--- src/hdl/htbp_pkg.sv ---
`timescale 1ns / 1ps

package htbp_pkg;

  // field widths fixed by the channel format
  localparam int BYTE_BITS   = 8;
  localparam int SYMBOL_W    = 8;
  localparam int CODE_IN_W   = 32;
  localparam int LEN_IN_W    = 6;
  localparam int TOTAL_W     = 32;
  localparam int CODE_CAP    = 32;

  // parameter defaults
  localparam int DEF_MAX_CODE_BITS = 32;
  localparam int DEF_SYMBOL_COUNT  = 256;

  // item kinds
  localparam logic [1:0] KIND_LOAD   = 2'd0;
  localparam logic [1:0] KIND_ENCODE = 2'd1;
  localparam logic [1:0] KIND_FLUSH  = 2'd2;

  // lookup stage control, table to packer
  typedef struct packed {
    logic valid;
    logic encode;
    logic flush;
    logic hit;
  } lookup_ctl_t;

  // packer result control, packer to output buffer
  typedef struct packed {
    logic has_result;
    logic is_data;
  } pack_ctl_t;

endpackage

--- src/hdl/htbp_packer.sv ---
`timescale 1ns / 1ps

module htbp_packer #(
  parameter int LIMIT     = 32,
  parameter int LEN_W     = 6,
  parameter int MAX_BYTES = 4,
  parameter int CNT_W     = 3
) (
  input  logic                                  clk,
  input  logic                                  rst,
  input  htbp_pkg::lookup_ctl_t                 lk_ctl,
  input  logic [LIMIT-1:0]                      lk_code,
  input  logic [LEN_W-1:0]                      lk_len,
  input  logic                                  take,
  output htbp_pkg::pack_ctl_t                   pk_ctl,
  output logic [MAX_BYTES*htbp_pkg::BYTE_BITS-1:0] pk_bytes,
  output logic [CNT_W-1:0]                      pk_count,
  output logic [htbp_pkg::TOTAL_W-1:0]          pk_total
);

  localparam int WW   = LIMIT + htbp_pkg::BYTE_BITS;
  localparam int SH_W = $clog2(WW + 1);

  // accumulator
  logic [htbp_pkg::BYTE_BITS-1:0] pend;
  logic [2:0]                     pc;
  logic [htbp_pkg::TOTAL_W-1:0]   counter;

  logic [LEN_W-1:0]               eff_len;
  logic [WW-1:0]                  mask;
  logic [WW-1:0]                  win;
  logic [WW-1:0]                  aligned;
  logic [SH_W-1:0]                tot;
  logic [CNT_W-1:0]               enc_count;
  logic [2:0]                     new_pc;
  logic [htbp_pkg::BYTE_BITS-1:0] pend_enc;
  logic [htbp_pkg::BYTE_BITS-1:0] flush_byte;
  logic [MAX_BYTES*htbp_pkg::BYTE_BITS-1:0] enc_bytes;

  // splice code under pending bits and left-align the window
  always_comb begin
    eff_len   = lk_ctl.hit ? lk_len : '0;
    mask      = ~({WW{1'b1}} << eff_len);
    win       = ({{(WW-htbp_pkg::BYTE_BITS){1'b0}}, pend} << eff_len)
              | ({{htbp_pkg::BYTE_BITS{1'b0}}, lk_code} & mask);
    tot       = SH_W'(pc) + SH_W'(eff_len);
    aligned   = win << (SH_W'(WW) - tot);
    enc_count = CNT_W'(tot >> 3);
    new_pc    = tot[2:0];
    pend_enc  = win[htbp_pkg::BYTE_BITS-1:0] & ~(8'hFF << new_pc);
    flush_byte = 8'(pend << (4'(htbp_pkg::BYTE_BITS) - {1'b0, pc}));
  end

  // byte slices, first code bit at the top
  for (genvar k = 0; k < MAX_BYTES; k++) begin : g_byte
    assign enc_bytes[k*htbp_pkg::BYTE_BITS +: htbp_pkg::BYTE_BITS] =
      aligned[WW-1-k*htbp_pkg::BYTE_BITS -: htbp_pkg::BYTE_BITS];
  end

  // result for the item in the lookup stage
  always_comb begin
    if (lk_ctl.flush) begin
      pk_ctl.has_result = 1'b1;
      pk_ctl.is_data    = (pc != 3'd0);
      pk_bytes          = '0;
      pk_bytes[htbp_pkg::BYTE_BITS-1:0] = (pc != 3'd0) ? flush_byte : '0;
      pk_count          = CNT_W'(1);
      pk_total          = counter;
    end else begin
      pk_ctl.has_result = (enc_count != '0);
      pk_ctl.is_data    = 1'b1;
      pk_bytes          = enc_bytes;
      pk_count          = enc_count;
      pk_total          = '0;
    end
  end

  // accumulator update when the lookup stage moves on
  always_ff @(posedge clk) begin
    if (rst) begin
      pend    <= '0;
      pc      <= '0;
      counter <= '0;
    end else if (take && lk_ctl.valid) begin
      if (lk_ctl.flush) begin
        pend    <= '0;
        pc      <= '0;
        counter <= '0;
      end else if (lk_ctl.encode) begin
        pend    <= pend_enc;
        pc      <= new_pc;
        counter <= counter + htbp_pkg::TOTAL_W'(eff_len);
      end
    end
  end

endmodule

--- config.mk ---
export PLATFORM = sky130hd
export DESIGN_NAME = htbp_packer
export DESIGN_NICKNAME = d
export VERILOG_FILES = /design/src/hdl/htbp_pkg.sv /design/src/hdl/htbp_packer.sv
export SDC_FILE = /design/constraint.sdc
export NUM_CORES = 1
export LEC_CHECK = 0
export BUFFER_PORTS_ARGS = -buffer_cell sky130_fd_sc_hd__buf_2
export CORE_MARGIN = 2
export CORE_UTILIZATION = 54
export DETAILED_ROUTE_END_ITERATION = 12
export GPL_TIMING_DRIVEN = 0
export PLACE_DENSITY = 0.78
export SYNTH_ARGS = -nofsm -noshare
export SYNTH_HDL_FRONTEND = slang
export SYNTH_SLANG_ARGS = --single-unit
--- constraint.sdc ---
create_clock -name clk -period 5.4 [get_ports clk]
set_input_delay 0.81 -clock clk [delete_from_list [all_inputs] [get_ports clk]]
set_output_delay 0.81 -clock clk [all_outputs]
set_load 0.01 [all_outputs]
* Word-level counts from Yosys, hierarchy flattened
Index checks and enable logic that the tools add are counted.
Operators by class: add/sub/neg operators 4, bitwise gates (word level) 5, mux-type cells 12, shift-type cells 5, reductions and logical operators 5
Operators with widths (count):
- 32-bit two-way mux | 4
- 32-bit by 40-bit AND with 40-bit output | 1
- 40-bit NOT | 1
- 40-bit OR | 1
- 40-bit by 6-bit << shifter with 40-bit output | 1
- 40-bit by 6-bit << shifter with 40-bit output, first input constant | 1
- 8-bit by 6-bit << shifter with 40-bit output | 1
- 32-bit by 6-bit adder with 32-bit output | 1
- 8-bit two-way mux | 3
- 3-bit two-way mux | 3
- 8-bit AND | 1
- 8-bit NOT | 1
- 8-bit by 3-bit << shifter with 8-bit output, first input constant | 1
- 8-bit by 4-bit << shifter with 8-bit output | 1
- 3-bit by 6-bit adder with 6-bit output | 1
- 6-bit two-way mux | 1
- 3-bit nonzero test | 2
- 6-bit subtractor, first input constant | 1
- 4-bit by 3-bit subtractor with 4-bit output, first input constant | 1
- 2-bit two-way mux | 1
- 2-bit AND reduction | 1
- 2-bit nonzero test | 1
- 1-bit logical AND | 1
Storage, ports and cells: logic and storage cells 34, output and inout bits 69, register bits after elaboration 43, input port bits 45

* Logic depth before layout (Yosys ltp)
word-level depth 8, gate-level depth with buffers 20, depth with buffers taken out 15

* Worst setup path after synthesis
OpenSTA, ideal clock, no wires.
path type input -> output, from input port lk_ctl[0] (netlist bit), to output port pk_bytes[15] (netlist bit), data arrival time 4603 ps, data required time 4590 ps, stages on the path 18, path slack -13 ps, buffers on the path 8, path through buf_2 -> a21boi_0 -> or2_2 -> buf_2 -> inv_1 -> buf_2 -> buf_2 -> buf_2 -> ha_1 -> inv_1 -> ha_1 -> clkbuf_1 -> inv_2 -> clkbuf_1 -> clkbuf_1 -> mux2i_1 -> mux2i_1 -> a221oi_1
On the way: word-level cells in the longest chain between the ends 7, elaborated cells between the ends (all ways) 10, those cells by class 2 x add/sub; 3 x shift; 2 x mux; 3 x bitwise
Ends and longest elaborated chain:
- start: declaration | line htbp_packer.sv:11 | input htbp_pkg::lookup_ctl_t lk_ctl,
- 6-bit two-way mux * | line htbp_packer.sv:42 | eff_len = lk_ctl.hit ? lk_len : '0;
- branches (longest 4 deep; another with 3-bit by 6-bit adder with 6-bit output)
- 40-bit by 6-bit << shifter with 40-bit output * | line htbp_packer.sv:47 | aligned = win << (SH_W'(WW) - tot);
- 32-bit two-way mux * | line htbp_packer.sv:62 | if (lk_ctl.flush) begin
- end: declaration | line htbp_packer.sv:16 | output logic [MAX_BYTES*htbp_pkg::BYTE_BITS-1:0] pk_bytes,
Mark *: on every way between the ends.

* Final worst setup path
from input port lk_len[0], to output port pk_bytes[7] (netlist bit)
On the way: word-level cells in the longest chain between the ends 7, elaborated cells between the ends (all ways) 10, those cells by class 2 x add/sub; 3 x shift; 2 x mux; 3 x bitwise
Ends and longest elaborated chain:
- start: declaration | line htbp_packer.sv:13 | input logic [LEN_W-1:0] lk_len,
- 6-bit two-way mux * | line htbp_packer.sv:42
- branches (longest 4 deep; another with 3-bit by 6-bit adder with 6-bit output)
- 40-bit by 6-bit << shifter with 40-bit output * | line htbp_packer.sv:47
- 32-bit two-way mux * | line htbp_packer.sv:62
Marks and branches as above.

==> results.cfg <==
[setup_path]
cp.required_ns = 4.59
cp-end-kind = primary output
crit_arrival_ns = 4.57
worstSetupPathType = in2out
r2r_cells = 12
crit_path_max_fanout = 10
regToRegEndpoint = pend[0]$_SDFFE_PP0P_
r2r-start = pc[0]$_SDFFE_PP0P_
rrSetupSlack_ns = 2.24
cp-start-kind = input port

[routing]
wl_per_cell_microns = 25.65
finalWirelength_microns = 34550
via_per_inst = 7.493
ant_nets = 0
drtIter0Drc = 1813
via_count = 10093
drc = 0
first_pass_iters = 9

[logic_synthesis]
synth_nets = 1106
synthArstFlopShare_pct = 0
synth-seq-cells = 42
ys_types = 87
synth_edf_count = 0
synth_seq_area_share_pct = 11.70
synthesis.area_sq_um = 7188
synthCells = 1050
avgSynthCellArea_sq_um = 6.846
synthFlopType = dfxtp_1
yosys_warnings = 0

[finish]
fin_nets = 1226
drive_gt1_share_pct = 20.84
syn2layout_area_growth_pct = 17.53
layout_common_cells = buf_2 (134), nor2_1 (116), nand2_1 (99), a21oi_1 (68), o21ai_0 (57)
antennaDiodeCount = 0
final_common_cell = buf_2
fillerInstances = 1202
fin_area_sq_um = 8448

[pwr]
power_density_nw_per_um2 = 189.9
peakVddDrop_mv = 0.1473
cellLeakagePower_uw = 0.003349
power_uw = 1605

[grt]
gr-total-overflow = 0
grt_pass1_wl_microns = 51270
grt_max_degree = 20
grt_pass1_vias = 9073
grt_use_total_pct = 45.48
antenna_found_initial = 1

[die]
io_pins = 114
dieArea_sq_um = 14250
core_area_sq_um = 13140
die_h_microns = 119.4
start_util_pct = 54.71
rows = 42
die_w_microns = 119.4

[outcome]
status = completed

[clock_network]
clock-root-buffer = clkbuf_16
clock_sinks = 42
clock_latency_ns = 0.29
cts.path.max_buffers = 2
cts_hold_buf = 0
clk_pin_slew_worst_paths_ns = 0.07
cts_max_level = 2
numCtsBuffers = 5
cts_tree = built

[placed_design]
hpwlAfterDp_microns = 25870
placed_area_sq_um = 7965
port_buffers = 111
gp_routability_congestion = 1.074

[sta]
worstMarginPinSlew_ns = 0.9343
period_share_pct = 99.67
relSlewSlack_pct = 37.18
timing.final.crit_period_ns = 5.382
setup_violations = 0
fin_skew_ns = 0.006160
hold_viol = 0
fmax_mhz = 185.8
slew_viol_final = 0

[hold_path]
whs_path_depth = 2
holdCritPathClass = reg2reg
min-delay-start = counter[22]$_SDFFE_PP0P_
worstHoldEndpoint = counter[22]$_SDFFE_PP0P_

[flow_run]
cap_viol_max_count = 0
cells by family (layout without fill, tap and decap cells):
family	Yosys count	in the layout	synth area share [%]
buffers and inverters	125	246	7.241
adders and majority gates	11	11	1.915
muxes	54	54	9.312
DFF	42	42	11.70
and+or+nand+nor	408	408	28.34
AOI/OAI and AO/OA	380	380	37.84
xor gates and xnor gates	30	30	3.655
worst max-delay path, cell delays in order:
cell and delay (ns):
buf_2 0.17, buf_6 0.16, buf_2 0.26, mux2i_1 0.38
a2bb2oi_1 0.44, nor2_1 0.10, a311oi_1 0.75, mux2i_1 0.36
o221a_2 0.40, a21oi_1 0.15, a311oi_1 0.07, a2111o_1 0.36
buf_2 0.14
layer usage:
metal	vias to the layer above	track usage, %	wire (microns)
li1	4235	-	-
met1	4611	58.19	12510
met2	1019	71.52	14820
met3	228	9.866	4842
met4	0	24.19	2369
met5	-	0	0
through the flow:
stage                     utilization [%]  hold WS, ns  instances  setup TNS (ns)  worst slack [ns]
after detailed placement            60.63       0.4872       1337          -27.34            -1.248
after global placement              60.63       0.4738       1337          -25.92            -1.171
after floorplan                         -       0.4536       1050               0           0.08917
after CTS                           63.29       0.4958       1347               0           0.01396
final                               64.30       0.4955       1347               0           0.01794
after global routing                64.30       0.5345       1347         -0.2135          -0.08967
power by group:
| part | internal [uW] | total [uW] | switching (uW) |
|---|---|---|---|
| Combinational | 310 | 896 | 585 |
| Clock | 266 | 395 | 129 |
| Sequential | 311 | 314 | 2.29 |
| Total | 888 | 1600 | 717 |
worst max path at each step:
stage / cells past startpoint / end / startpoint
6_report: 13 / pk_bytes[7] / lk_len[0]
5_1_grt: 16 / pk_bytes[2] / lk_len[1]
4_1_cts: 13 / pk_bytes[14] / lk_len[1]
3_5_place_dp: 22 / pk_bytes[8] / lk_ctl[0]
3_3_place_gp: 22 / pk_bytes[8] / lk_ctl[0]
2_1_floorplan: 18 / pk_bytes[15] / lk_ctl[0]
sequential cells by signal, indices dropped and copies added (netlist names):
name,cells
counter,32
pc,3
pend,7
cell type report:
cell class                      instances  area (sq um)  area share (%)
Multi-Input combinational cell        883          6022           71.28
Sequential cell                        42         840.8           9.953
Timing Repair Buffer                  117         598.1           7.079
Buffer                                 89         447.9           5.302
Tap cell                              176         220.2           2.607
Clock buffer                            5         125.1           1.481
Inverter                               32         125.1           1.481
Clock inverter                          3         68.82          0.8146
Yosys cell counts, types with 6 or more instances:
cell | instances | share of area [%]
a22oi_1 | 15 | 1.6
nand3b_1 | 6 | 0.63
nor3_1 | 17 | 1.2
clkbuf_1 | 58 | 3.0
nor2_1 | 117 | 6.1
nand4bb_1 | 6 | 0.94
nor4_1 | 6 | 0.52
buf_2 | 29 | 2.0
o21ai_0 | 60 | 4.2
nand4_1 | 8 | 0.70
a21boi_0 | 7 | 0.73
mux4_2 | 8 | 2.5
o221ai_1 | 13 | 1.6
a2bb2oi_1 | 10 | 1.2
a21o_1 | 6 | 0.63
mux2i_1 | 29 | 4.0
dfxtp_1 | 42 | 12
o22ai_1 | 22 | 1.9
nand2b_1 | 10 | 0.87
nand3_1 | 33 | 2.3
a311oi_1 | 6 | 0.73
ha_1 | 11 | 1.9
a21oi_1 | 69 | 4.8
o21a_1 | 10 | 1.0
and3_1 | 16 | 1.4
nor2b_1 | 7 | 0.61
xnor2_1 | 13 | 1.6
o32ai_1 | 7 | 0.85
xor2_1 | 17 | 2.1
a211oi_1 | 30 | 3.1
a22o_1 | 6 | 0.73
a32oi_1 | 8 | 0.97
nand2_1 | 103 | 5.4
and2_1 | 38 | 3.3
inv_1 | 28 | 1.5
o211a_1 | 7 | 0.97
a31oi_1 | 14 | 1.2
or3_1 | 16 | 1.4
mux2_2 | 15 | 2.3
o211ai_1 | 15 | 1.6
repair_timing:
| item | 4_1_cts | 5_1_grt |
|---|---|---|
| gates resized for setup | 38 | 35 |
| pin swaps | 3 | 4 |
| setup buffers | 4 | 2 |
| setup endpoints to repair | 32 | 32 |
(Power assumes the default switching activity.)
