[config.mk]
export PLATFORM = sky130hd
export DESIGN_NAME = htbp_outbuf
export DESIGN_NICKNAME = d
export VERILOG_FILES = /design/src/hdl/htbp_pkg.sv /design/src/hdl/htbp_outbuf.sv
export SDC_FILE = /design/constraint.sdc
export NUM_CORES = 1
export LEC_CHECK = 0
export BUFFER_PORTS_ARGS = -buffer_cell sky130_fd_sc_hd__buf_4
export CAP_MARGIN = 10
export CORE_MARGIN = 2
export CORE_UTILIZATION = 45
export DETAILED_ROUTE_END_ITERATION = 6
export PLACE_DENSITY = 0.78
export SLEW_MARGIN = 20
export SYNTH_ARGS = -nofsm -noshare
export SYNTH_HDL_FRONTEND = slang
export SYNTH_SLANG_ARGS = --single-unit
[constraint.sdc]
create_clock -name clk -period 1.8 [get_ports clk]
set_clock_uncertainty 0.05 [all_clocks]
set_input_delay 0.18 -clock clk [delete_from_list [all_inputs] [get_ports clk]]
set_output_delay 0.18 -clock clk [all_outputs]
set_load 0.02 [all_outputs]
[src/hdl/htbp_pkg.sv]
`timescale 1ns / 1ps

package htbp_pkg;

  // field widths fixed by the channel format
  localparam int BYTE_BITS   = 8;
  localparam int SYMBOL_W    = 8;
  localparam int CODE_IN_W   = 32;
  localparam int LEN_IN_W    = 6;
  localparam int TOTAL_W     = 32;
  localparam int CODE_CAP    = 32;

  // parameter defaults
  localparam int DEF_MAX_CODE_BITS = 32;
  localparam int DEF_SYMBOL_COUNT  = 256;

  // item kinds
  localparam logic [1:0] KIND_LOAD   = 2'd0;
  localparam logic [1:0] KIND_ENCODE = 2'd1;
  localparam logic [1:0] KIND_FLUSH  = 2'd2;

  // lookup stage control, table to packer
  typedef struct packed {
    logic valid;
    logic encode;
    logic flush;
    logic hit;
  } lookup_ctl_t;

  // packer result control, packer to output buffer
  typedef struct packed {
    logic has_result;
    logic is_data;
  } pack_ctl_t;

endpackage

[src/hdl/htbp_outbuf.sv]
`timescale 1ns / 1ps

module htbp_outbuf #(
  parameter int MAX_BYTES = 4,
  parameter int CNT_W     = 3,
  parameter int IDX_W     = 2
) (
  input  logic                                     clk,
  input  logic                                     rst,
  input  logic                                     ld,
  input  htbp_pkg::pack_ctl_t                      pk_ctl,
  input  logic [MAX_BYTES*htbp_pkg::BYTE_BITS-1:0] pk_bytes,
  input  logic [CNT_W-1:0]                         pk_count,
  input  logic [htbp_pkg::TOTAL_W-1:0]             pk_total,
  output logic                                     free,
  output logic                                     out_valid,
  input  logic                                     out_stall,
  output logic [htbp_pkg::BYTE_BITS-1:0]           out_byte,
  output logic                                     is_data,
  output logic [htbp_pkg::TOTAL_W-1:0]             bit_total,
  output logic                                     last
);

  logic                           ob_valid;
  logic [htbp_pkg::BYTE_BITS-1:0] bytes_q [MAX_BYTES];
  logic [CNT_W-1:0]               count;
  logic [IDX_W-1:0]               idx;
  logic                           data_q;
  logic [htbp_pkg::TOTAL_W-1:0]   total_q;
  logic                           pop;

  // output side of the buffer
  always_comb begin
    out_valid = ob_valid;
    out_byte  = bytes_q[idx];
    is_data   = data_q;
    bit_total = total_q;
    last      = (CNT_W'(idx) + CNT_W'(1) == count);
    pop       = ob_valid && !out_stall;
    free      = !ob_valid || (pop && last);
  end

  // control: occupancy and byte index
  always_ff @(posedge clk) begin
    if (rst) begin
      ob_valid <= 1'b0;
      idx      <= '0;
    end else if (ld) begin
      ob_valid <= 1'b1;
      idx      <= '0;
    end else if (pop) begin
      if (last) begin
        ob_valid <= 1'b0;
      end else begin
        idx <= idx + IDX_W'(1);
      end
    end
  end

  // payload capture
  always_ff @(posedge clk) begin
    if (ld) begin
      for (int k = 0; k < MAX_BYTES; k++) begin
        bytes_q[k] <= pk_bytes[k*htbp_pkg::BYTE_BITS +: htbp_pkg::BYTE_BITS];
      end
      count   <= pk_count;
      data_q  <= pk_ctl.is_data;
      total_q <= pk_total;
    end
  end

  a_idx_in_range: assert property (@(posedge clk) disable iff (rst)
    ob_valid |-> (CNT_W'(idx) < count))
    else $error("byte index beyond stored count");

  a_load_when_free: assert property (@(posedge clk) disable iff (rst)
    ld |-> free)
    else $error("buffer overwritten before drained");

  a_more_bytes: assert property (@(posedge clk) disable iff (rst)
    (pop && !last) |=> (ob_valid && !$stable(idx)))
    else $error("transaction dropped before its last byte");

endmodule

After elaboration in Yosys (flattened, before gate mapping)
Memories as Yosys holds them, arrays and structs flattened. A register that Yosys moved wholly into a read port is not among the register bits.
Index checks and enable logic that the tools add are counted.
- memories kept: 1
- word-level logic and storage cells: 27
- output and inout bits: 44
- input port bits: 73
- bits in writable memories: 32
- bits in registers: 39
- bitwise logic cells: 1
- reduce and logical (&&, ||, !) cells: 10
- eq/ne operators: 1
- $add $sub $neg: 2
- mux-type cells: 7
- memory list (name ; words ; width ; rd ports ; clocked after memory_dff ; wr ports ; line ; source):
    bytes_q ; 4 ; 8 ; 1 ; 1 ; 4 ; htbp_outbuf.sv:25 ; logic [htbp_pkg::BYTE_BITS-1:0] bytes_q [MAX_BYTES];
- operators by type and width (operator ; number):
    1-bit 2-to-1 mux ; 5
    2-bit 2-to-1 mux ; 2
    2-bit AND reduction ; 2
    2-bit nonzero test ; 2
    2-bit by 1-bit adder with 3-bit output (second input constant) ; 1
    3-bit == test ; 1
    2-bit by 1-bit adder with 2-bit output (second input constant) ; 1
    1-bit logical AND ; 2
    1-bit logical NOT ; 2
    2-bit OR reduction ; 1
    1-bit logical OR ; 1
    1-bit inverter ; 1

Longest topological paths before layout
Gate-level depths: netlist of run 1.
- word-level depth: 6
- mapped depth: 4
- mapped depth without buffers: 4

Worst setup path before layout of run 1
OpenSTA, ideal clock, no wires.
- kind: flip-flop to output port
- start point: reg idx[0]
- end point: out last
- slack: 0.157 ns
- arrival: 1.413 ns
- required time: 1.570 ns
- path buffers: 0
- cell stages (with the launch flop): 5
- cells stage by stage: dfxtp_1 > ha_1 > xor2_1 > or2_1 > nor2_1
- word-level cells in the longest chain between the ends: 2
- RTL lines (what ; line ; source):
    from (decl) ; htbp_outbuf.sv:27 ; logic [IDX_W-1:0] idx;
    from (signal assigned) ; htbp_outbuf.sv:55 ; idx <= idx + IDX_W'(1);
    2-bit by 1-bit adder with 3-bit output ; htbp_outbuf.sv:38 ; last = (CNT_W'(idx) + CNT_W'(1) == count);
    3-bit == test ; htbp_outbuf.sv:38 ;
    to (decl) ; htbp_outbuf.sv:21 ; output logic last
No other way between the ends.

Worst setup path after layout of run 1
- start point: reg idx[1]
- end point: out last
Same word-level chain as after synthesis.

==> flow_metrics.tcl, run 1 <==
set metrics [dict create \
    post-dp-hpwl_mm 3.553 \
    max_freq_mhz 550.3 \
    gp_congestion 0.7523 \
    antenna_found_initial 0 \
    ff2ff_path_depth 5 \
    synth_cells 106 \
    period_needed_ps 1817 \
    holdPathStages 4 \
    nets 381 \
    p_per_area_nw_per_um2 870.9 \
    clkLatencyLatePin_ps 340 \
    cp.arrival_ps 1590 \
    clk_pin_slew_worst_paths_ps 70 \
    worst_slew_pin_slew_ps 472.4 \
    fp.dieW_microns 78.65 \
    routed_via_density 4.789 \
    grt_remaining_overflow 0 \
    core_sq_um 5439 \
    dr.pass1.iters 4 \
    fin_crit_sh_pct 100.9 \
    grt_pass1_vias 2120 \
    cp_max_fo 3 \
    finalWirelength_mm 7.132 \
    slew_headroom_pct 68.06 \
    p_leak_nw 1.785 \
    synth_top_area_share_pct 81.44 \
    worst_slack_ps -17.06 \
    h-tree-depth 3 \
    fp.dieArea_sq_um 6185 \
    grt_pass1_wl_mm 10.85 \
    cts_buffer_depth 2 \
    stdcell_area_sq_um 4444 \
    ys_seq_elements 73 \
    maxCapViolCount 0 \
    rows 27 \
    drv_slew 0 \
    grt_max_degree 30 \
    io-pin-count 117 \
    cts_tree "yes" \
    synthTopCellsByArea "edfxtp_1 (81%), mux4_2 (7.2%), dfxtp_1 (4.0%)" \
    fin_setup_tns_ps -23.49 \
    syn2layout_area_growth_pct 77.25 \
    power_mw 3.871 \
    drive_above_1_share_pct 48.08 \
    die_y_microns 78.65 \
    critPathLaunchType "flip-flop" \
    clock-sinks 73 \
    yosys_warnings 0 \
    failed_checks "negative setup slack" \
    syn_area_sq_um 2507 \
    initial_core_util_pct 46.10 \
    seq_area_frac_synth_pct 85.43 \
    gr-usage-all-layers_pct 24.72 \
    numPortBuffers 115 \
    numCtsBuffers 9 \
    min_path_type "primary input to flip-flop" \
    place_area_sq_um 3482 \
    diodes 0 \
    ir_drop_mv 0.9782 \
    syn_area_per_cell_sq_um 23.65 \
    synth_area_leader_cell "edfxtp_1" \
    yosysUniqueCellTypes 18 \
    post_drt_wl_per_cell_microns 18.57 \
    syn_nets 180 \
    drc 0 \
    setup_viol 2 \
    cts_root_buf "clkbuf_8" \
    drt.antenna.violating_nets 0 \
    rsz0062_at_grt "yes" \
    crit_required_ps 1570 \
    timing_hold_violations_final 0 \
    critPathKind "flip-flop to primary output" \
    first_iter_violations 128 \
    endpoint_kind "primary output" \
    vias 1839 \
    status "finished, violations left" \
]
-- layout make-up --
type	instances	area [sq um]
multi-input cells	29	406.6
clock buffers	12	135.1
fillers	268	994.7
clock inverters	4	43.79
inverters	2	7.507
repair buffers	192	1614
well taps	72	90.09
flip-flops and latches	73	2147
-- through the flow --
stage | instances | utilization, % | hold WS, ps | setup WS, ps
after global placement | 295 | 64.02 | 307.9 | 110.7
after floorplan | 106 | - | 199.1 | 156.5
final | 384 | 81.71 | 218.4 | -17.06
after global routing | 384 | 81.71 | 224.6 | -83.53
after CTS | 383 | 81.37 | 137.1 | -35.15
after detailed placement | 295 | 64.02 | 309.3 | 74.13
-- worst max-delay path, stage by stage, from the launching register on --
cell and delay [ps]:
dfxtp_2 350, ha_4 260, xor2_4 160, or2_1 230
nor2_1 100, buf_4 150
-- placed cells by master (no fill, tap or decap), types with 3 or more instances in the layout --
cell type	instances
buf_4	123
clkbuf_1	3
clkbuf_8	9
dfxtp_1	3
dlygate4sd3_1	69
edfxtp_1	68
mux4_2	8
nand3_1	4
o211ai_1	3
-- flip-flops by register name, indices dropped and copies added, names as in the netlist, named ones only --
register / count
bytes_q: 32
idx: 2
is_data: 1
out_valid: 1
count: 3
bit_total: 32
-- final timing paths --
check / startpoint / endpoint / slack (ps)
worst min-delay path: out_stall / idx[1] / 220
worst max-delay path: idx[1] / last / -20
worst min register to register: idx[1] / idx[1] / 540
worst max register to register: idx[1] / flip-flop / 200
-- power breakdown --
part           internal, mW  switching (mW)  total [mW]
sequential             1.99          0.0485        2.04
clock                 0.634           0.582        1.22
combinational         0.346           0.266       0.612
-- per-layer routing --
metal | vias up | global-route usage, % | share of wire [%]
met5 | - | 0 | 0
met4 | 0 | 9.825 | 2.0
met1 | 881 | 25.22 | 36
met2 | 110 | 44.36 | 52
met3 | 13 | 10.46 | 9.5
li1 | 835 | - | -
-- synth_stat cells --
cell / count
a21oi_1: 1
buf_1: 1
buf_2: 1
dfxtp_1: 5
edfxtp_1: 68
ha_1: 1
inv_1: 2
mux4_2: 8
nand2b_1: 1
nand3_1: 4
nor2_1: 2
nor4b_1: 1
o211ai_1: 3
o311ai_1: 2
o41ai_4: 1
or2_1: 1
xnor2_1: 2
xor2_1: 2
-- logic make-up after synthesis --
| logic type | count (synthesis) | synth area share (%) |
|---|---|---|
| flip-flops | 73 | 85.43 |
| buffers and inverters | 4 | 0.6485 |
| multiplexers | 8 | 7.186 |
| AND/OR/NAND/NOR | 9 | 1.947 |
| XOR/XNOR | 4 | 1.397 |
| AO/OA/AOI/OAI | 7 | 2.894 |
| adder cells (fa/ha/maj) | 1 | 0.4989 |
-- what timing repair did --
action	CTS	global route
gates resized for setup	8	1
pin swaps	3	1
hold buffers	69	0
cloned	0	0
setup endpoints to repair	2	2
hold endpoints to repair	69	0
buffers inserted	3	1
Note: power is estimated with default switching activity, not from simulation.
==> run 2: changes to the inputs <==
--- a/config.mk
+++ b/config.mk
@@ -10,6 +10,7 @@
 export CORE_MARGIN = 2
 export CORE_UTILIZATION = 45
 export DETAILED_ROUTE_END_ITERATION = 6
+export GPL_TIMING_DRIVEN = 0
 export PLACE_DENSITY = 0.78
 export SLEW_MARGIN = 20
 export SYNTH_ARGS = -nofsm -noshare
==> run 2 against run 1 <==
Against the previous run: the run still ends with negative setup slack left; worst setup slack got worse by 17 ps; critical path depth unchanged; global-route usage decreased by 0.79 points; die area unchanged; via count increased by 0.27%; wire length decreased by 0.69%; combinational power increased by 0.7%; sequential share of layout area decreased by 0.23 points; flip-flop and latch count unchanged.
==> flow_metrics.tcl, run 2 (synthesis results as in run 1) <==
set metrics [dict create \
    drt.antenna.violating_nets 0 \
    cts_tree "yes" \
    clk_pin_slew_worst_paths_ps 70 \
    dr.pass1.iters 4 \
    die_y_microns 78.65 \
    timing_hold_violations_final 0 \
    post_drt_wl_per_cell_microns 18.40 \
    vias 1844 \
    crit_required_ps 1570 \
    critPathLaunchType "flip-flop" \
    initial_core_util_pct 46.10 \
    post-dp-hpwl_mm 3.463 \
    fin_cells 385 \
    numPortBuffers 115 \
    fin_crit_sh_pct 101.9 \
    place_ws_ps 69.89 \
    maxCapViolCount 0 \
    fp.dieW_microns 78.65 \
    place_area_sq_um 3461 \
    rows 27 \
    grt_remaining_overflow 0 \
    drive_above_1_share_pct 47.92 \
    routed_via_density 4.790 \
    slew_headroom_pct 43.00 \
    numCtsBuffers 9 \
    final_cell_mix "buf_4 (123), dlygate4sd3_1 (69), edfxtp_1 (68)" \
    max_freq_mhz 545.3 \
    diodes 0 \
    cts_buffer_depth 2 \
    status "finished, violations left" \
    cp.arrival_ps 1600 \
    holdWs_ps 273.1 \
    setup_viol 2 \
    rsz0062_at_grt "yes" \
    endpoint_kind "primary output" \
    clock-sinks 73 \
    finalWirelength_mm 7.083 \
    dp_cells 293 \
    core_sq_um 5439 \
    min_path_type "primary input to flip-flop" \
    drc 0 \
    fp.dieArea_sq_um 6185 \
    worst_slew_pin_slew_ps 855.1 \
    nets 382 \
    p_per_area_nw_per_um2 862.2 \
    drv_slew 0 \
    final_util_pct 82.10 \
    h-tree-depth 3 \
    grt_pass1_wl_mm 10.52 \
    final_common_cell "buf_4" \
    failed_checks "negative setup slack" \
    worst_slack_ps -33.94 \
    gr-usage-all-layers_pct 23.93 \
    grt_max_degree 72 \
    period_needed_ps 1834 \
    ir_drop_mv 0.6876 \
    io-pin-count 117 \
    stdcell_area_sq_um 4466 \
    first_iter_violations 107 \
    syn2layout_area_growth_pct 78.09 \
    critPathKind "flip-flop to primary output" \
    p_leak_nw 1.791 \
    cp_max_fo 4 \
    clkLatencyLatePin_ps 320 \
    antenna_found_initial 0 \
    cts_root_buf "clkbuf_8" \
    gp_congestion 0.7155 \
    grt_pass1_vias 2086 \
]
## run 2: final timing paths
check                                from        end  slack, ps  depth (start not counted)
worst min-delay path            out_stall  flip-flop        270                          4
worst min register to register  out_valid  out_valid        600                          3
worst max register to register     idx[0]     idx[1]        170                          5
worst max-delay path               idx[1]       last        -30                          5
## run 2: repair_timing
| item | CTS | global route |
|---|---|---|
| endpoints found under the setup margin | 10 | 10 |
| gates resized for setup | 10 | 2 |
| setup buffers | 6 | 2 |
| endpoints found under the hold margin | 69 | 0 |
| gates cloned | 0 | 0 |
| pin swaps | 3 | 3 |
| hold buffers | 69 | 0 |
## run 2: final cells by class
class	instances	area, sq um
plain buffers	1	11.26
clock buffers	11	131.4
clock inverters	5	46.29
fillers	255	973.4
inverters	2	7.507
multi-input cells	29	417.9
flip-flops and latches	73	2147
well taps	72	90.09
repair buffers	192	1614
## run 2: power by group
group | leakage [nW] | internal (mW) | switching [mW]
combinational | 0.994 | 0.349 | 0.267
clock | 0.0898 | 0.626 | 0.561
sequential | 0.708 | 2.00 | 0.0509
total | 1.79 | 2.97 | 0.879
## run 2: layer usage
metal	GRT usage [%]	wire length (microns)	vias up	part of all wire [%]
met5	0	0	-	0
met4	8.772	105	0	1.5
met3	11.26	783	8	11
met2	40.26	3655	119	52
met1	26.48	2539	877	36
li1	-	-	840	-
## run 2: critical path, stage by stage, from the launching register on
cell,delay [ps]
dfxtp_2,340
ha_4,260
xor2_4,170
or2_1,250
nor2_1,110
buf_4,150
## run 2: through the flow
stage                     TNS [ps]  power [mW]
after floorplan                  0       2.231
after detailed placement         0       2.520
final                       -56.90       3.850
after global routing        -165.9       3.994
after global placement           0       2.506
after CTS                   -57.32       3.805
==> run 3: changes to the inputs <==
--- a/config.mk
+++ b/config.mk
@@ -7,11 +7,12 @@
 export LEC_CHECK = 0
 export BUFFER_PORTS_ARGS = -buffer_cell sky130_fd_sc_hd__buf_4
 export CAP_MARGIN = 10
-export CORE_MARGIN = 2
+export CORE_MARGIN = 5
 export CORE_UTILIZATION = 45
 export DETAILED_ROUTE_END_ITERATION = 6
 export GPL_TIMING_DRIVEN = 0
 export PLACE_DENSITY = 0.78
+export SETUP_SLACK_MARGIN = 0.4
 export SLEW_MARGIN = 20
 export SYNTH_ARGS = -nofsm -noshare
 export SYNTH_HDL_FRONTEND = slang
==> run 3 against run 2 <==
Against the previous run: the run still ends with negative setup slack left; core utilization is 2.2 points higher; sequential power about the same; critical path depth stayed put; combinational power up 7.3%; clock power is 18% higher; power increased by 6.8%; flip-flop and latch count stayed put; design area grew 3.3%; largest cell class unchanged; largest power group unchanged.
==> flow_metrics.tcl, run 3 (synthesis results as in run 1) <==
set metrics [dict create \
    drt.antenna.violating_nets 0 \
    p_leak_nw 1.830 \
    endpoint_kind "primary output" \
    crit_required_ps 1570 \
    initial_core_util_pct 45.82 \
    fillers 259 \
    fin_setup_tns_ps -86.68 \
    drv_slew 0 \
    cts_root_buf "clkbuf_8" \
    numCtsBuffers 9 \
    fp.dieW_microns 84.65 \
    grt_pass1_vias 2147 \
    status "finished, violations left" \
    maxCapViolCount 0 \
    drive_above_1_share_pct 51.11 \
    cp.arrival_ps 1620 \
    drc 0 \
    setup_viol 2 \
    power_mw 4.111 \
    min_path_type "primary input to flip-flop" \
    use_met3_pct 6.183 \
    reg2reg_to "idx[1]" \
    busiest_layer "met2" \
    clk_pin_slew_worst_paths_ps 80 \
    grt_pass1_wl_mm 11.72 \
    worst_slew_pin_slew_ps 872.1 \
    rows 27 \
    place_area_sq_um 3508 \
    post_drt_wl_per_cell_microns 20.58 \
    p_per_area_nw_per_um2 891.3 \
    io-pin-count 117 \
    critPathKind "flip-flop to primary output" \
    finalWirelength_mm 8.006 \
    dr.pass1.iters 4 \
    fin_crit_sh_pct 102.5 \
    cts_tree "yes" \
    max_freq_mhz 541.9 \
    failed_checks "negative setup slack" \
    worst_slack_ps -45.34 \
    fp.dieArea_sq_um 7165 \
    cp_max_fo 3 \
    gp_congestion 0.7191 \
    holdWs_ps 170.3 \
    grt_remaining_overflow 0 \
    ff2ff_path_depth 5 \
    met2_usage_pct 45.62 \
    slew_headroom_pct 41.86 \
    final_cell_mix "buf_4 (114), dlygate4sd3_1 (69), edfxtp_1 (68)" \
    grtUsageMet1_pct 20.99 \
    holdPathStages 4 \
    gr-usage-all-layers_pct 22.88 \
    timing_hold_violations_final 0 \
    rsz0062_at_grt "yes" \
    nets 384 \
    critPathLaunchType "flip-flop" \
    grt_max_degree 72 \
    post-dp-hpwl_mm 3.991 \
    hold-path-endpoint "idx[0]" \
    numPortBuffers 115 \
    clkLatencyLatePin_ps 350 \
    routed_via_density 4.797 \
    cts_buffer_depth 2 \
    stdcell_area_sq_um 4612 \
    vias 1866 \
    syn2layout_area_growth_pct 83.93 \
    h-tree-depth 3 \
    hp-start "out_stall" \
    r2r_start "idx[1]" \
    period_needed_ps 1845 \
    clock-sinks 73 \
    rrSetupSlack_ps 270 \
    antenna_found_initial 1 \
    die_y_microns 84.65 \
    ir_drop_mv 0.6006 \
    first_iter_violations 140 \
    final_common_cell "buf_4" \
    core_sq_um 5473 \
]
[run 3: cell count changes in the layout (fill, tap and decap cells not counted), moves of 2 or more]
cell      change
o311ai_1      -2
buf_6         +9
clkinv_1      -2
buf_4         -9
diode_2       +2
[run 3: layer usage]
| layer | routed length [microns] | vias up | part of all wire (%) |
|---|---|---|---|
| met5 | 0 | - | 0 |
| met4 | 238 | 0 | 3.0 |
| met3 | 447 | 19 | 5.6 |
| met2 | 4702 | 82 | 59 |
| met1 | 2618 | 922 | 33 |
| li1 | - | 843 | - |
[run 3: worst max path at each step]
stage	to	slack (ps)	from	cells past startpoint
global placement	last	220	idx[1]	5
detailed placement	last	220	idx[1]	5
CTS	last	-50	idx[0]	5
floorplan	out_valid	280	idx[0]	4
global route	free	-100	idx[0]	4
finish	last	-50	idx[1]	5
[run 3: stage by stage]
step	setup slack [ps]	utilization [%]	cells
after floorplan	280.2	-	106
after global placement	223.3	64.11	293
after detailed placement	221.5	64.11	293
after CTS	-48.95	83.17	385
after global routing	-96.19	84.23	388
final	-45.34	84.27	389
[run 3: worst max-delay path, cell delays in order (launching register included)]
cell and delay [ps]:
dfxtp_4 360, ha_4 260, xor2_4 170, or2_4 280, nor2_4 80, buf_6 120
[run 3: power breakdown]
part	internal [mW]	switching, mW
logic	0.372	0.288
clock network	0.780	0.621
registers	1.99	0.0543
[run 3: layout make-up]
type / count / area (sq um) / share of cell area, %
plain buffers: 2 / 25.02 / 0.5426
multi-input cells: 29 / 462.9 / 10.04
well taps: 72 / 90.09 / 1.953
clock buffers: 11 / 131.4 / 2.849
inverters: 2 / 7.507 / 0.1628
diodes: 2 / 5.005 / 0.1085
flip-flops and latches: 73 / 2151 / 46.64
repair buffers: 193 / 1659 / 35.97
clock inverters: 5 / 80.08 / 1.736
[run 3: timing repair]
item / CTS / global route
setup buffers: 7 / 2
gates cloned: 0 / 0
endpoints found under the hold margin: 69 / 0
setup endpoints to repair: 15 / 15
hold buffers: 69 / 0
pin swaps: 5 / 5
gates resized for setup: 22 / 6
